### config.mk
export PLATFORM = sky130hd
export DESIGN_NAME = stepper_step_dir_sequencer
export DESIGN_NICKNAME = d
export VERILOG_FILES = /design/src/rtl/core/stepseq_pkg.sv /design/src/rtl/core/stepper_step_dir_sequencer.sv
export SDC_FILE = /design/constraint.sdc
export NUM_CORES = 1
export LEC_CHECK = 0
export BUFFER_PORTS_ARGS = -buffer_cell sky130_fd_sc_hd__buf_2
export CAP_MARGIN = 10
export CORE_MARGIN = 3
export CORE_UTILIZATION = 32
export CTS_CLUSTER_DIAMETER = 60
export DETAILED_ROUTE_END_ITERATION = 8
export SYNTH_ARGS = -nofsm -noshare
export SYNTH_HDL_FRONTEND = slang
export SYNTH_SLANG_ARGS = --single-unit
### constraint.sdc
create_clock -name clk -period 9.3 [get_ports clk]
set_input_delay 2.79 -clock clk [delete_from_list [all_inputs] [get_ports clk]]
set_output_delay 2.79 -clock clk [all_outputs]
set_load 0.01 [all_outputs]
### src/rtl/core/stepseq_pkg.sv
// types and constants for the step/direction sequencer
// no dependencies; imported by the top level and the port checker
`default_nettype none

package stepseq_pkg;

    localparam int POSITION_WIDTH_DEF = 32;
    localparam int SETTLE_W           = 16;
    localparam int COUNT_W            = 32;
    localparam int REMAIN_W           = 31;
    localparam int POS_OUT_W          = 32;
    localparam logic [SETTLE_W-1:0] SETTLE_RESET = 16'd10;

    // stream data layouts
    localparam int IN_TDATA_W  = 32;
    localparam int OUT_TDATA_W = 72;
    localparam int OUT_USED_W  = 68;

    localparam int OUT_MODE_LSB  = 0;
    localparam int OUT_DIR_BIT   = 2;
    localparam int OUT_PULSE_BIT = 3;
    localparam int OUT_POS_LSB   = 4;
    localparam int OUT_LEFT_LSB  = 36;
    localparam int OUT_AWAKE_BIT = 67;

    typedef enum logic [1:0] {
        MODE_IDLE  = 2'd0,
        MODE_BUSY  = 2'd1,
        MODE_STAB  = 2'd2,
        MODE_SLEEP = 2'd3
    } mode_t;

    typedef enum logic [2:0] {
        OP_TICK  = 3'd0,
        OP_MOVE  = 3'd1,
        OP_STOP  = 3'd2,
        OP_SLEEP = 3'd3,
        OP_WAKE  = 3'd4
    } op_t;

endpackage

`default_nettype wire

### src/rtl/core/stepper_step_dir_sequencer.sv
// step/direction stepper sequencer, top level
// depends on stepseq_pkg; checked by stepseq_checker (bound from its own file)
`default_nettype none

// Takes one event per transfer (tick, move, stop, sleep, wakeup) and returns one
// status item per event showing the sequencer state after it. Throughput is one
// event per clock while the output buffer is not full: an event lands in an input
// register, the state update and the result are formed in one pass of short logic
// (one 32-bit negate for the move magnitude, one position increment/decrement),
// and the result goes into a two-entry output buffer. Input tready depends only
// on internal registers, so a result waiting at the output does not block the
// next event until the buffer is full. A move whose sign reverses the direction
// line enters a settle wait of settle_ticks ticks plus one before stepping; a zero
// count means counterclockwise. settle_ticks is written through the cfg channel
// (always ready); the user must write it only while idle, the block does not
// enforce this. POSITION_WIDTH sets the position counter width; the reported
// position is its low 32 bits, sign-extended when the counter is narrower.
module stepper_step_dir_sequencer
    import stepseq_pkg::*;
#(
    parameter int POSITION_WIDTH = POSITION_WIDTH_DEF
)
(
    input  wire logic                     clk,
    input  wire logic                     rst_n,
    // configuration write
    input  wire logic                     cfg_valid,
    output logic                          cfg_ready,
    input  wire logic [SETTLE_W-1:0]      cfg_data,     // settle_ticks
    // event stream
    input  wire logic                     s_axis_tvalid,
    output logic                          s_axis_tready,
    input  wire logic [IN_TDATA_W-1:0]    s_axis_tdata, // [31:0] step_count
    input  wire logic [2:0]               s_axis_tuser, // [2:0] operation
    // status stream
    output logic                          m_axis_tvalid,
    input  wire logic                     m_axis_tready,
    output logic [OUT_TDATA_W-1:0]        m_axis_tdata  // [1:0] mode, [2] direction,
                                                        // [3] step_pulse, [35:4] position,
                                                        // [66:36] steps_left, [67] awake,
                                                        // [71:68] zero
);

    // configuration
    logic [SETTLE_W-1:0] settle_ticks_reg;

    // input register
    logic                in_valid_reg;
    logic [2:0]          op_reg;
    logic [COUNT_W-1:0]  count_reg;

    // sequencer state
    mode_t                    mode_reg, mode_next;
    logic                     direction_reg, direction_next;
    logic [REMAIN_W-1:0]      remaining_reg, remaining_next;
    logic [POSITION_WIDTH-1:0] position_reg, position_next;
    logic [SETTLE_W-1:0]      settle_reg, settle_next;
    logic                     awake_reg, awake_next;
    logic                     pulse;

    // output buffer: head drives the port, skid catches a result while head stalls
    logic                    head_valid_reg, skid_valid_reg;
    logic [OUT_TDATA_W-1:0]  head_reg, skid_reg;
    logic [OUT_TDATA_W-1:0]  result;

    logic fire;
    logic pop;
    logic in_xfer;

    // move magnitude
    logic                neg;
    logic                want_cw;
    logic [COUNT_W-1:0]  mag;
    logic [REMAIN_W-1:0] mag_sat;
    logic [POS_OUT_W-1:0] pos_out;

    assign cfg_ready     = 1'b1;
    assign fire          = in_valid_reg && !skid_valid_reg;
    assign s_axis_tready = !in_valid_reg || !skid_valid_reg;
    assign in_xfer       = s_axis_tvalid && s_axis_tready;
    assign pop           = head_valid_reg && m_axis_tready;

    assign m_axis_tvalid = head_valid_reg;
    assign m_axis_tdata  = head_reg;

    always_ff @(posedge clk or negedge rst_n)
    begin
        if (!rst_n)
        begin
            settle_ticks_reg <= SETTLE_RESET;
        end
        else if (cfg_valid && cfg_ready)
        begin
            settle_ticks_reg <= cfg_data;
        end
    end

    // input register
    always_ff @(posedge clk or negedge rst_n)
    begin
        if (!rst_n)
        begin
            in_valid_reg <= 1'b0;
        end
        else if (in_xfer)
        begin
            in_valid_reg <= 1'b1;
        end
        else if (fire)
        begin
            in_valid_reg <= 1'b0;
        end
    end

    always_ff @(posedge clk)
    begin
        if (in_xfer)
        begin
            op_reg    <= s_axis_tuser;
            count_reg <= s_axis_tdata;
        end
    end

    // magnitude of the signed count, most negative value saturates
    always_comb
    begin
        neg     = count_reg[COUNT_W-1];
        want_cw = !neg && (count_reg != '0);
        mag     = neg ? (COUNT_W'(0) - count_reg) : count_reg;
        mag_sat = mag[COUNT_W-1] ? {REMAIN_W{1'b1}} : mag[REMAIN_W-1:0];
    end

    // event decode and state update
    always_comb
    begin
        mode_next      = mode_reg;
        direction_next = direction_reg;
        remaining_next = remaining_reg;
        position_next  = position_reg;
        settle_next    = settle_reg;
        awake_next     = awake_reg;
        pulse          = 1'b0;

        case (op_t'(op_reg))
            OP_TICK:
            begin
                if (mode_reg == MODE_BUSY)
                begin
                    if (remaining_reg != '0)
                    begin
                        remaining_next = remaining_reg - REMAIN_W'(1);
                        position_next  = direction_reg ? position_reg + POSITION_WIDTH'(1)
                                                       : position_reg - POSITION_WIDTH'(1);
                        pulse          = 1'b1;
                    end
                    else
                    begin
                        mode_next = MODE_IDLE;
                    end
                end
                else if (mode_reg == MODE_STAB)
                begin
                    // count the settle wait down, the tick that finds zero enters busy mode
                    if (settle_reg != '0)
                    begin
                        settle_next = settle_reg - SETTLE_W'(1);
                    end
                    else
                    begin
                        mode_next = MODE_BUSY;
                    end
                end
            end
            OP_MOVE:
            begin
                if (mode_reg != MODE_SLEEP)
                begin
                    remaining_next = mag_sat;
                    if (want_cw != direction_reg)
                    begin
                        direction_next = want_cw;
                        mode_next      = MODE_STAB;
                        settle_next    = settle_ticks_reg;
                    end
                    else
                    begin
                        mode_next = MODE_BUSY;
                    end
                end
            end
            OP_STOP:
            begin
                if (mode_reg != MODE_SLEEP)
                begin
                    mode_next = MODE_IDLE;
                end
            end
            OP_SLEEP:
            begin
                mode_next  = MODE_SLEEP;
                awake_next = 1'b0;
            end
            OP_WAKE:
            begin
                mode_next  = MODE_IDLE;
                awake_next = 1'b1;
            end
            default:
            begin
                // unused codes leave the state alone
            end
        endcase
    end

    always_ff @(posedge clk or negedge rst_n)
    begin
        if (!rst_n)
        begin
            mode_reg      <= MODE_IDLE;
            direction_reg <= 1'b0;
            remaining_reg <= '0;
            position_reg  <= '0;
            settle_reg    <= '0;
            awake_reg     <= 1'b1;
        end
        else if (fire)
        begin
            mode_reg      <= mode_next;
            direction_reg <= direction_next;
            remaining_reg <= remaining_next;
            position_reg  <= position_next;
            settle_reg    <= settle_next;
            awake_reg     <= awake_next;
        end
    end

    // reported position: low bits of the counter, sign-extended if narrower
    assign pos_out = POS_OUT_W'($signed(position_next));

    assign result = {{(OUT_TDATA_W-OUT_USED_W){1'b0}}, awake_next, remaining_next, pos_out,
                     pulse, direction_next, mode_next};

    // output buffer control
    always_ff @(posedge clk or negedge rst_n)
    begin
        if (!rst_n)
        begin
            head_valid_reg <= 1'b0;
            skid_valid_reg <= 1'b0;
        end
        else
        begin
            if (fire)
            begin
                if (!head_valid_reg || pop)
                begin
                    head_valid_reg <= 1'b1;
                end
                else
                begin
                    skid_valid_reg <= 1'b1;
                end
            end
            else if (pop)
            begin
                head_valid_reg <= skid_valid_reg;
                skid_valid_reg <= 1'b0;
            end
        end
    end

    always_ff @(posedge clk)
    begin
        if (fire)
        begin
            if (!head_valid_reg || pop)
            begin
                head_reg <= result;
            end
            else
            begin
                skid_reg <= result;
            end
        end
        else if (pop && skid_valid_reg)
        begin
            head_reg <= skid_reg;
        end
    end

endmodule

`default_nettype wire

==> impl_metrics.yaml, run 1 <==
place:
  post-place-ws_ns: 4.97
  globalplace.congestion: 0.868
  hpwl_mm: 25.4
  portBuffers: 125
clock_network:
  root_buffer: "clkbuf_16"
  htreeDepth: 1
  cts_setup_buffers: 0
  clock_latency_ns: 0.57
  cts_hold_buf: 0
  cts_resized: 0
  numCtsBuffers: 30
  clkTransAtPathRegs_ns: 0.06
  clock-sinks: 273
  cts_tree: "yes"
  clk_path_buf_depth: 3
sta:
  min_period_ns: 4.17
  fin_crit_sh: 0.448
  fmax_mhz: 240
  fin_tns_setup_ns: 0
  hold_viol: 0
  drv_slew: 0
  rsz0062_at_grt: "false"
  worst_pin_slew_ns: 1.02
  maxSlewHeadroom: 0.323
  setup_ws_ns: 5.13
  fin_skew_ns: 0.0191
  setup-violations-final: 0
grt:
  grt_pass1_wl_mm: 58.6
  grt.total_usage: 0.151
  use_met1: 0.221
  gr-usage-met2: 0.239
  grt_busiest_layer: "met2"
  gr-total-overflow: 0
  use_met3: 0.0215
  grt_max_degree: 70
  antenna_found_initial: 0
  grt_pass1_vias: 10500
layout:
  final_core_util: 0.374
  diodes: 0
  synthToLayoutAreaGrowth_pct: 14.3
  drive_gt1_frac: 0.175
  n_fill_cell: 4490
  num-nets-final: 1620
  multi_input_area_um2: 6490
  final-seq-area_um2: 7690
route:
  num_vias: 11000
  detail-route-antenna-nets: 0
  wl_per_cell_um: 17.0
  drcViolationCount: 0
  drt_wl_total_mm: 36.4
  drt_iter0_drc: 686
  routed_via_density: 5.14
  dr.pass1.iters: 5
worst_setup_path:
  worstPathRequired_ns: 9.73
  worst-setup-path-type: "flip-flop to flip-flop"
  cp_max_fo: 52
  crit_start: "remaining_reg[0]$_DFFE_PN0P_"
  worstSetupEndpointType: "flip-flop"
  start_kind: "flip-flop"
  critPathArrivalTime_ns: 4.60
  r2r_start: "remaining_reg[0]$_DFFE_PN0P_"
power_and_ir_drop:
  powerDensity_nw_per_um2: 336
  irDropWorstVdd_mv: 0.170
  leakage_nw: 6.68
synthesis:
  syn_inst: 1429
  synthXorXnorAreaFrac: 0.0371
  synth-seq-area-share: 0.525
  synth_area_um2: 14600
  synthAdderAreaFrac: 0.0304
  yosys.area_share.simple: 0.177
  synth_area_per_cell_um2: 10.2
  synth_top_family_by_area: "simple AND/OR/NAND/NOR gates"
  synth-compound-area-share: 0.166
  synth_edf_count: 171
  ys_types: 93
  ys_warn_count: 0
  synth_seq_cells: 273
  async_flop_share: 0.374
  synthMuxAreaShare: 0.0292
  ys.flop_type: "edfxtp_1"
min_path:
  min_path_type: "flip-flop to flip-flop"
  hold_start: "settle_reg[15]$_DFFE_PN0P_"
floorplan:
  row_count: 77
  core-area_um2: 44700
  die_h_um: 220
  die_area_um2: 48400
  ios: 131
  start_util: 0.328
  die_w_um: 220
job:
  timing.max_cap.violations: 0
run_status:
  run_status: "finished clean"
metal layers:
layer  vias to the layer above  wire length (um)
li1                       5415                 -
met1                      5282             17500
met2                       292             16300
met3                        40              2010
met4                         0               605
met5                         -                 0
logic make-up after synthesis:
| group | count (synthesis) |
|---|---|
| AO/OA/AOI/OAI | 367 |
| XOR/XNOR | 62 |
| buffers and inverters | 113 |
| multiplexers | 38 |
| AND/OR/NAND/NOR | 539 |
| other | 2 |
| adder cells (fa/ha/maj) | 35 |
| flip-flops | 273 |
area by class of cell:
cell class,instances,area share
clock inverter,8,0.00284
timing repair buffer,137,0.0429
clock buffer,48,0.0537
multi-input combinational,1046,0.388
inverter,41,0.00919
sequential,273,0.459
tap,592,0.0442
critical path, stage by stage (launching register included):
cell and delay [ns]:
dfrtp_1 0.42, inv_1 0.15, ha_1 0.16, nor4b_1 0.60, and4b_1 0.39, a31oi_4 0.17
nand2_2 0.09, buf_4 0.43, inv_2 0.35, nand2_1 0.69, nor3_1 0.11, mux2_2 0.28
nand4b_1 0.16
synth_stat cells, types with 31 or more instances:
master    count  area, um^2
nand2_1     243         912
nor2_1      108         405
a21oi_1      87         435
inv_1        40         150
dfrtp_1      99        2480
nand3_1      31         155
clkbuf_1     43         161
ha_1         34         425
o21ai_0      97         485
xor2_1       33         289
edfxtp_1    171        5130
through the flow:
stage | hold slack, ns | cells | instance area, um^2 | total power [mW]
detailed placement | 0.495 | 2089 | 15800 | 4.52
CTS | 0.510 | 2145 | 16700 | 5.69
finish | 0.505 | 2145 | 16700 | 5.63
floorplan | 0.464 | 1432 | 14700 | 3.79
global route | 0.521 | 2145 | 16700 | 6.07
global placement | 0.485 | 2089 | 15800 | 4.47
cell usage in the layout (no fill, tap or decap), types with 12 or more instances in the layout:
| cell type | Yosys | layout |
|---|---|---|
| ha_1 | 34 | 34 |
| nor2_1 | 108 | 106 |
| edfxtp_1 | 171 | 171 |
| xnor2_1 | 29 | 29 |
| nand3_1 | 31 | 31 |
| o31ai_1 | 12 | 12 |
| buf_2 | 10 | 124 |
| inv_1 | 40 | 40 |
| o21ai_0 | 97 | 97 |
| mux2_2 | 30 | 30 |
| nor3_1 | 30 | 30 |
| nor4_1 | 12 | 12 |
| nand2b_1 | 15 | 14 |
| dfrtp_1 | 99 | 99 |
| xor2_1 | 33 | 33 |
| a31oi_1 | 18 | 18 |
| buf_4 | 5 | 13 |
| o21a_1 | 30 | 30 |
| a21o_1 | 24 | 24 |
| nand2_1 | 243 | 243 |
| a21oi_1 | 87 | 87 |
| clkbuf_16 | 0 | 31 |
power by group:
| part | total (mW) | switching [mW] | leakage (nW) | internal [mW] |
|---|---|---|---|---|
| registers | 2.15 | 0.311 | 2.83 | 1.84 |
| logic | 2.33 | 1.47 | 3.38 | 0.866 |
| clock network | 1.14 | 0.480 | 0.468 | 0.660 |
| total | 5.63 | 2.26 | 6.68 | 3.37 |
final timing paths:
path	end	slack (ns)	depth (start not counted)
setup / recovery	position_reg[31]$_DFFE_PN0P_	5.13	12
hold / removal	settle_reg[15]$_DFFE_PN0P_	0.51	2
setup reg to reg	position_reg[31]$_DFFE_PN0P_	5.13	12
hold reg to reg	settle_reg[15]$_DFFE_PN0P_	0.51	2
max in group asynchronous	settle_ticks_reg[2]$_DFFE_PN0P_	5.78	2
min in group asynchronous	position_reg[3]$_DFFE_PN0P_	2.20	1
Power figures use the tool's default switching activity.
==> inputs of run 2 (changes only) <==
==> constraint.sdc (replaced) <==
create_clock -name clk -period 3.7 [get_ports clk]
set_input_delay 1.11 -clock clk [delete_from_list [all_inputs] [get_ports clk]]
set_output_delay 1.11 -clock clk [all_outputs]
set_load 0.01 [all_outputs]
==> impl_metrics.yaml, run 2 (synthesis gave the netlist of run 1 again) <==
floorplan:
  die_area_um2: 48400
  ios: 131
  core-area_um2: 44700
  die_w_um: 220
  row_count: 77
  die_h_um: 220
  start_util: 0.328
sta:
  rsz0062_at_grt: "false"
  hold_viol: 0
  fin_skew_ns: 0.0130
  worst_pin_slew_ns: 0.716
  fin_crit_sh: 0.861
  maxSlewHeadroom: 0.517
  setup-violations-final: 0
  drv_slew: 0
  fin_tns_setup_ns: 0
  min_period_ns: 3.19
  fmax_mhz: 314
layout:
  layout_common_cells: "243 x nand2_1, 171 x edfxtp_1, 124 x buf_2"
  drive_gt1_frac: 0.199
  synthToLayoutAreaGrowth_pct: 17.7
  num-nets-final: 1656
  final_cells: 2183
  layout_commonest_cell: "nand2_1"
  n_fill_cell: 4447
  diodes: 0
run_status:
  run_status: "finished clean"
place:
  portBuffers: 125
  globalplace.congestion: 0.875
  hpwl_mm: 28.1
  dp.cells: 2119
clock_network:
  cts_resized: 0
  root_buffer: "clkbuf_16"
  clock-sinks: 273
  numCtsBuffers: 36
  cts_setup_buffers: 0
  cts_hold_buf: 0
  htreeDepth: 2
  clock_latency_ns: 0.53
  clkTransAtPathRegs_ns: 0.06
  cts_tree: "yes"
  clk_path_buf_depth: 3
min_path:
  min_path_type: "input port to async pin"
route:
  detail-route-antenna-nets: 0
  drcViolationCount: 0
  drt_wl_total_mm: 39.0
  dr.pass1.iters: 5
  drt_iter0_drc: 774
  wl_per_cell_um: 17.9
  routed_via_density: 5.15
  num_vias: 11200
worst_setup_path:
  start_kind: "flip-flop"
  crit_family: "simple AND/OR/NAND/NOR gates"
  worst-setup-path-type: "flip-flop to flip-flop"
  crit_path_cell_trace: "inv_1 > buf_4 > ha_1 > o21a_1 > o31a_1 > nand4_1 > nor4bb_1 > buf_4 > or4_1 > nand2_1 > o2111ai_1 > mux2_2"
  worstSetupEndpointType: "flip-flop"
  critPathArrivalTime_ns: 3.47
  worstPathRequired_ns: 3.99
  cpMostUsedCell: "buf_4"
  cp_max_fo: 13
  cp_slowest_cell: "or4_1"
  cp_num_buf_inv: 3
  critical_path.max_stage_delay_ns: 0.53
grt:
  grt_pass1_wl_mm: 62.3
  use_met3: 0.0287
  gr-total-overflow: 0
  grt.total_usage: 0.163
  grt_max_degree: 59
  grt_busiest_layer: "met2"
  grt_pass1_vias: 11100
  use_met1: 0.239
  gr-usage-met2: 0.243
  antenna_found_initial: 0
power_and_ir_drop:
  powerDensity_nw_per_um2: 869
  internal-power_mw: 8.97
  leakage_nw: 6.94
  seqPwrFrac: 0.358
  p_clk_frac: 0.225
  irDropWorstVdd_mv: 0.359
  p_switching_mw: 6.01
  total_power_mw: 15.0
  switching_share: 0.401
  combPwrFrac: 0.416
job:
  timing.max_cap.violations: 0
-- run 2: changes by cell type in the layout (fill, tap and decap cells not counted), sizes merged --
cell | before | now
buf | 137 | 167
clkbuf | 48 | 41
clkinv | 6 | 11
inv | 43 | 48
clkinvlp | 0 | 4
bufinv | 0 | 1
-- run 2: layout make-up --
| type | count | area (um^2) | area share |
|---|---|---|---|
| flip-flops and latches | 273 | 7690 | 0.446 |
| clock inverters | 23 | 186 | 0.0108 |
| repair buffers | 167 | 1010 | 0.0584 |
| well taps | 592 | 741 | 0.0430 |
| inverters | 41 | 154 | 0.00893 |
| multi-input cells | 1046 | 6490 | 0.376 |
| clock buffers | 41 | 971 | 0.0563 |
-- run 2: worst paths after layout --
| path | startpoint | endpoint | slack (ns) | cells after the start |
|---|---|---|---|---|
| worst max-delay path | direction_reg$_DFFE_PN0P_ | m_axis_tdata[35]$_DFFE_PP_ | 0.51 | 12 |
| worst min-delay path | rst_n | settle_ticks_reg[14]$_DFFE_PN0P_ | 0.48 | 1 |
| worst max register to register | direction_reg$_DFFE_PN0P_ | m_axis_tdata[35]$_DFFE_PP_ | 0.51 | 12 |
| worst min register to register | settle_ticks_reg[9]$_DFFE_PN0P_ | settle_ticks_reg[9]$_DFFE_PN0P_ | 0.51 | 1 |
| max in group asynchronous | rst_n | position_reg[5]$_DFFE_PN0P_ | 2.55 | 2 |
| min in group clk | settle_ticks_reg[9]$_DFFE_PN0P_ | settle_ticks_reg[9]$_DFFE_PN0P_ | 0.51 | 1 |
-- run 2: power groups by stage --
stage / logic (mW) / clock network (mW) / registers, mW
finish: 6.24 / 3.37 / 5.37
global placement: 6.20 / 0 / 5.40
detailed placement: 6.26 / 0 / 5.42
global route: 7.02 / 3.61 / 5.49
floorplan: 4.11 / 0 / 5.39
CTS: 6.30 / 3.48 / 5.37
-- run 2: worst reg2reg max path: cells and delay by family, from the launching register on --
| kind | cells | cell delay (ns) |
|---|---|---|
| AOI/OAI and AO/OA | 3 | 0.54 |
| adders and majority gates | 1 | 0.39 |
| buffers and inverters | 3 | 0.39 |
| DFF | 1 | 0.34 |
| muxes | 1 | 0.29 |
| and+or+nand+nor | 4 | 0.99 |
-- run 2: through the flow --
step	util	hold slack, ns	setup slack, ns	instance area [um^2]
4_1_cts	0.386	0.461	0.518	17200
6_report	0.386	0.475	0.514	17200
2_1_floorplan	-	0.464	0.298	14700
3_5_place_dp	0.360	0.501	0.529	16100
3_3_place_gp	0.360	0.483	0.557	16100
5_1_grt	0.386	0.481	0.153	17200
-- run 2: routing by layer --
layer	vias to the layer above	routed length, um	part of all wire
met5	-	0	0
met4	0	1070	0.027
met3	59	1990	0.051
met2	291	16700	0.43
met1	5398	19300	0.49
li1	5486	-	-
==> inputs of run 3 (changes only) <==
--- a/config.mk
+++ b/config.mk
@@ -7,10 +7,12 @@
 export LEC_CHECK = 0
 export BUFFER_PORTS_ARGS = -buffer_cell sky130_fd_sc_hd__buf_2
 export CAP_MARGIN = 10
+export CORE_ASPECT_RATIO = 1.4
 export CORE_MARGIN = 3
 export CORE_UTILIZATION = 32
 export CTS_CLUSTER_DIAMETER = 60
 export DETAILED_ROUTE_END_ITERATION = 8
+export REMOVE_ABC_BUFFERS = 1
 export SYNTH_ARGS = -nofsm -noshare
 export SYNTH_HDL_FRONTEND = slang
 export SYNTH_SLANG_ARGS = --single-unit
==> impl_metrics.yaml, run 3 (synthesis gave the netlist of run 1 again) <==
layout:
  layout_commonest_cell: "nand2_1"
  n_fill_cell: 4572
  final-seq-area_um2: 7690
  num-nets-final: 1656
  drive_gt1_frac: 0.198
  layout_common_cells: "243 x nand2_1, 171 x edfxtp_1, 124 x buf_2"
  diodes: 0
  synthToLayoutAreaGrowth_pct: 17.2
  multi_input_area_um2: 6490
  final_cells: 2200
  final_core_util: 0.380
worst_setup_path:
  worstSetupEndpointType: "flip-flop"
  cp_num_buf_inv: 3
  crit_path_cell_trace: "clkinvlp_4 > buf_4 > buf_4 > ha_1 > and2_1 > o21ai_0 > a211o_1 > a211oi_1 > o211ai_1 > a32oi_1 > xnor2_1 > o221ai_1"
  worstPathRequired_ns: 3.98
  cp_max_fo: 13
  cpMostUsedCell: "buf_4"
  cp_slowest_cell: "a211oi_1"
  critPathArrivalTime_ns: 3.83
  start_kind: "flip-flop"
  critical_path.max_stage_delay_ns: 0.53
  worst-setup-path-type: "flip-flop to flip-flop"
  crit_family: "compound AO/OA/AOI/OAI gates"
floorplan:
  row_count: 92
  die_h_um: 259
  die_w_um: 187
  start_util: 0.325
  ios: 131
  core-area_um2: 45100
  die_area_um2: 48400
clock_network:
  clock_latency_ns: 0.57
  root_buffer: "clkbuf_16"
  numCtsBuffers: 31
  cts_tree: "yes"
  htreeDepth: 1
  cts_hold_buf: 0
  clk_path_buf_depth: 3
  clkTransAtPathRegs_ns: 0.07
  clock-sinks: 273
sta:
  fin_crit_sh: 0.961
  hold_viol: 0
  min_period_ns: 3.56
  setup-violations-final: 0
  worst_pin_slew_ns: 0.663
  maxSlewHeadroom: 0.552
  fin_skew_ns: 0.0152
  drv_slew: 0
  fin_hold_ws_ns: 0.478
  fmax_mhz: 281
power_and_ir_drop:
  irDropWorstVdd_mv: 0.447
  p_clk_frac: 0.206
  combPwrFrac: 0.429
  powerDensity_nw_per_um2: 854
  seqPwrFrac: 0.365
  total_power_mw: 14.6
  internal-power_mw: 8.74
  p_switching_mw: 5.91
  switching_share: 0.404
  leakage_nw: 6.88
route:
  routed_via_density: 5.09
  dr.pass1.iters: 5
  num_vias: 11200
  detail-route-antenna-nets: 0
  drt_wl_total_mm: 39.2
  drt_iter0_drc: 649
  drcViolationCount: 0
  wl_per_cell_um: 17.8
grt:
  gr-total-overflow: 0
  antenna_found_initial: 0
  grt_pass1_vias: 11300
  grt_pass1_wl_mm: 62.1
  grt_max_degree: 68
  grt.total_usage: 0.159
run_status:
  run_status: "finished clean"
job:
  timing.max_cap.violations: 0
place:
  hpwl_mm: 28.7
  globalplace.congestion: 0.906
  portBuffers: 125
  dp.cells: 2142
min_path:
  min_path_type: "input port to async pin"
run 3: repair_timing:
action | in CTS | in global routing
gates resized for setup | 0 | 2
buffers inserted | 0 | 1
setup endpoints to repair | 0 | 12
run 3: final timing paths:
path                       slack [ns]                               end                        startpoint  cells after the start
setup / recovery                 0.14        m_axis_tdata[32]$_DFFE_PP_         direction_reg$_DFFE_PN0P_                     12
hold / removal                   0.48     remaining_reg[14]$_DFFE_PN0P_                             rst_n                      1
setup reg to reg                 0.14        m_axis_tdata[32]$_DFFE_PP_         direction_reg$_DFFE_PN0P_                     12
hold reg to reg                  0.50  settle_ticks_reg[10]$_DFFE_PN0P_  settle_ticks_reg[10]$_DFFE_PN0P_                      1
max in group asynchronous        2.50             awake_reg$_DFFE_PN1P_                             rst_n                      2
min in group clk                 0.50  settle_ticks_reg[10]$_DFFE_PN0P_  settle_ticks_reg[10]$_DFFE_PN0P_                      1
run 3: layer usage:
layer  GRT usage  vias up  part of all wire
met2       0.291      277              0.51
met4      0.0595        0             0.035
met5           0        -                 0
li1            -     5483                 -
met1       0.187     5354              0.41
met3      0.0243       78             0.045
run 3: power by group through the flow:
stage / registers (mW) / logic (mW) / clock network (mW)
6_report: 5.35 / 6.28 / 3.02
5_1_grt: 5.48 / 7.00 / 3.23
4_1_cts: 5.35 / 6.35 / 3.10
3_5_place_dp: 5.40 / 6.33 / 0
3_3_place_gp: 5.38 / 6.22 / 0
2_1_floorplan: 5.45 / 3.98 / 0
run 3: cell type report:
| type | count | share of cell area |
|---|---|---|
| Tap cell | 611 | 0.0445 |
| Sequential cell | 273 | 0.448 |
| Clock buffer | 43 | 0.0507 |
| Clock inverter | 14 | 0.00766 |
| Timing Repair Buffer | 172 | 0.0615 |
| Multi-Input combinational cell | 1046 | 0.378 |
| Inverter | 41 | 0.00919 |
run 3: stage by stage:
| step | TNS, ns | setup slack [ns] | area (um^2) |
|---|---|---|---|
| CTS | 0 | 0.107 | 17100 |
| floorplan | -267.96 | -2.12 | 14300 |
| global placement | 0 | 0.174 | 16100 |
| detailed placement | 0 | 0.123 | 16100 |
| finish | 0 | 0.143 | 17200 |
| global route | -0.00616 | -0.00616 | 17200 |
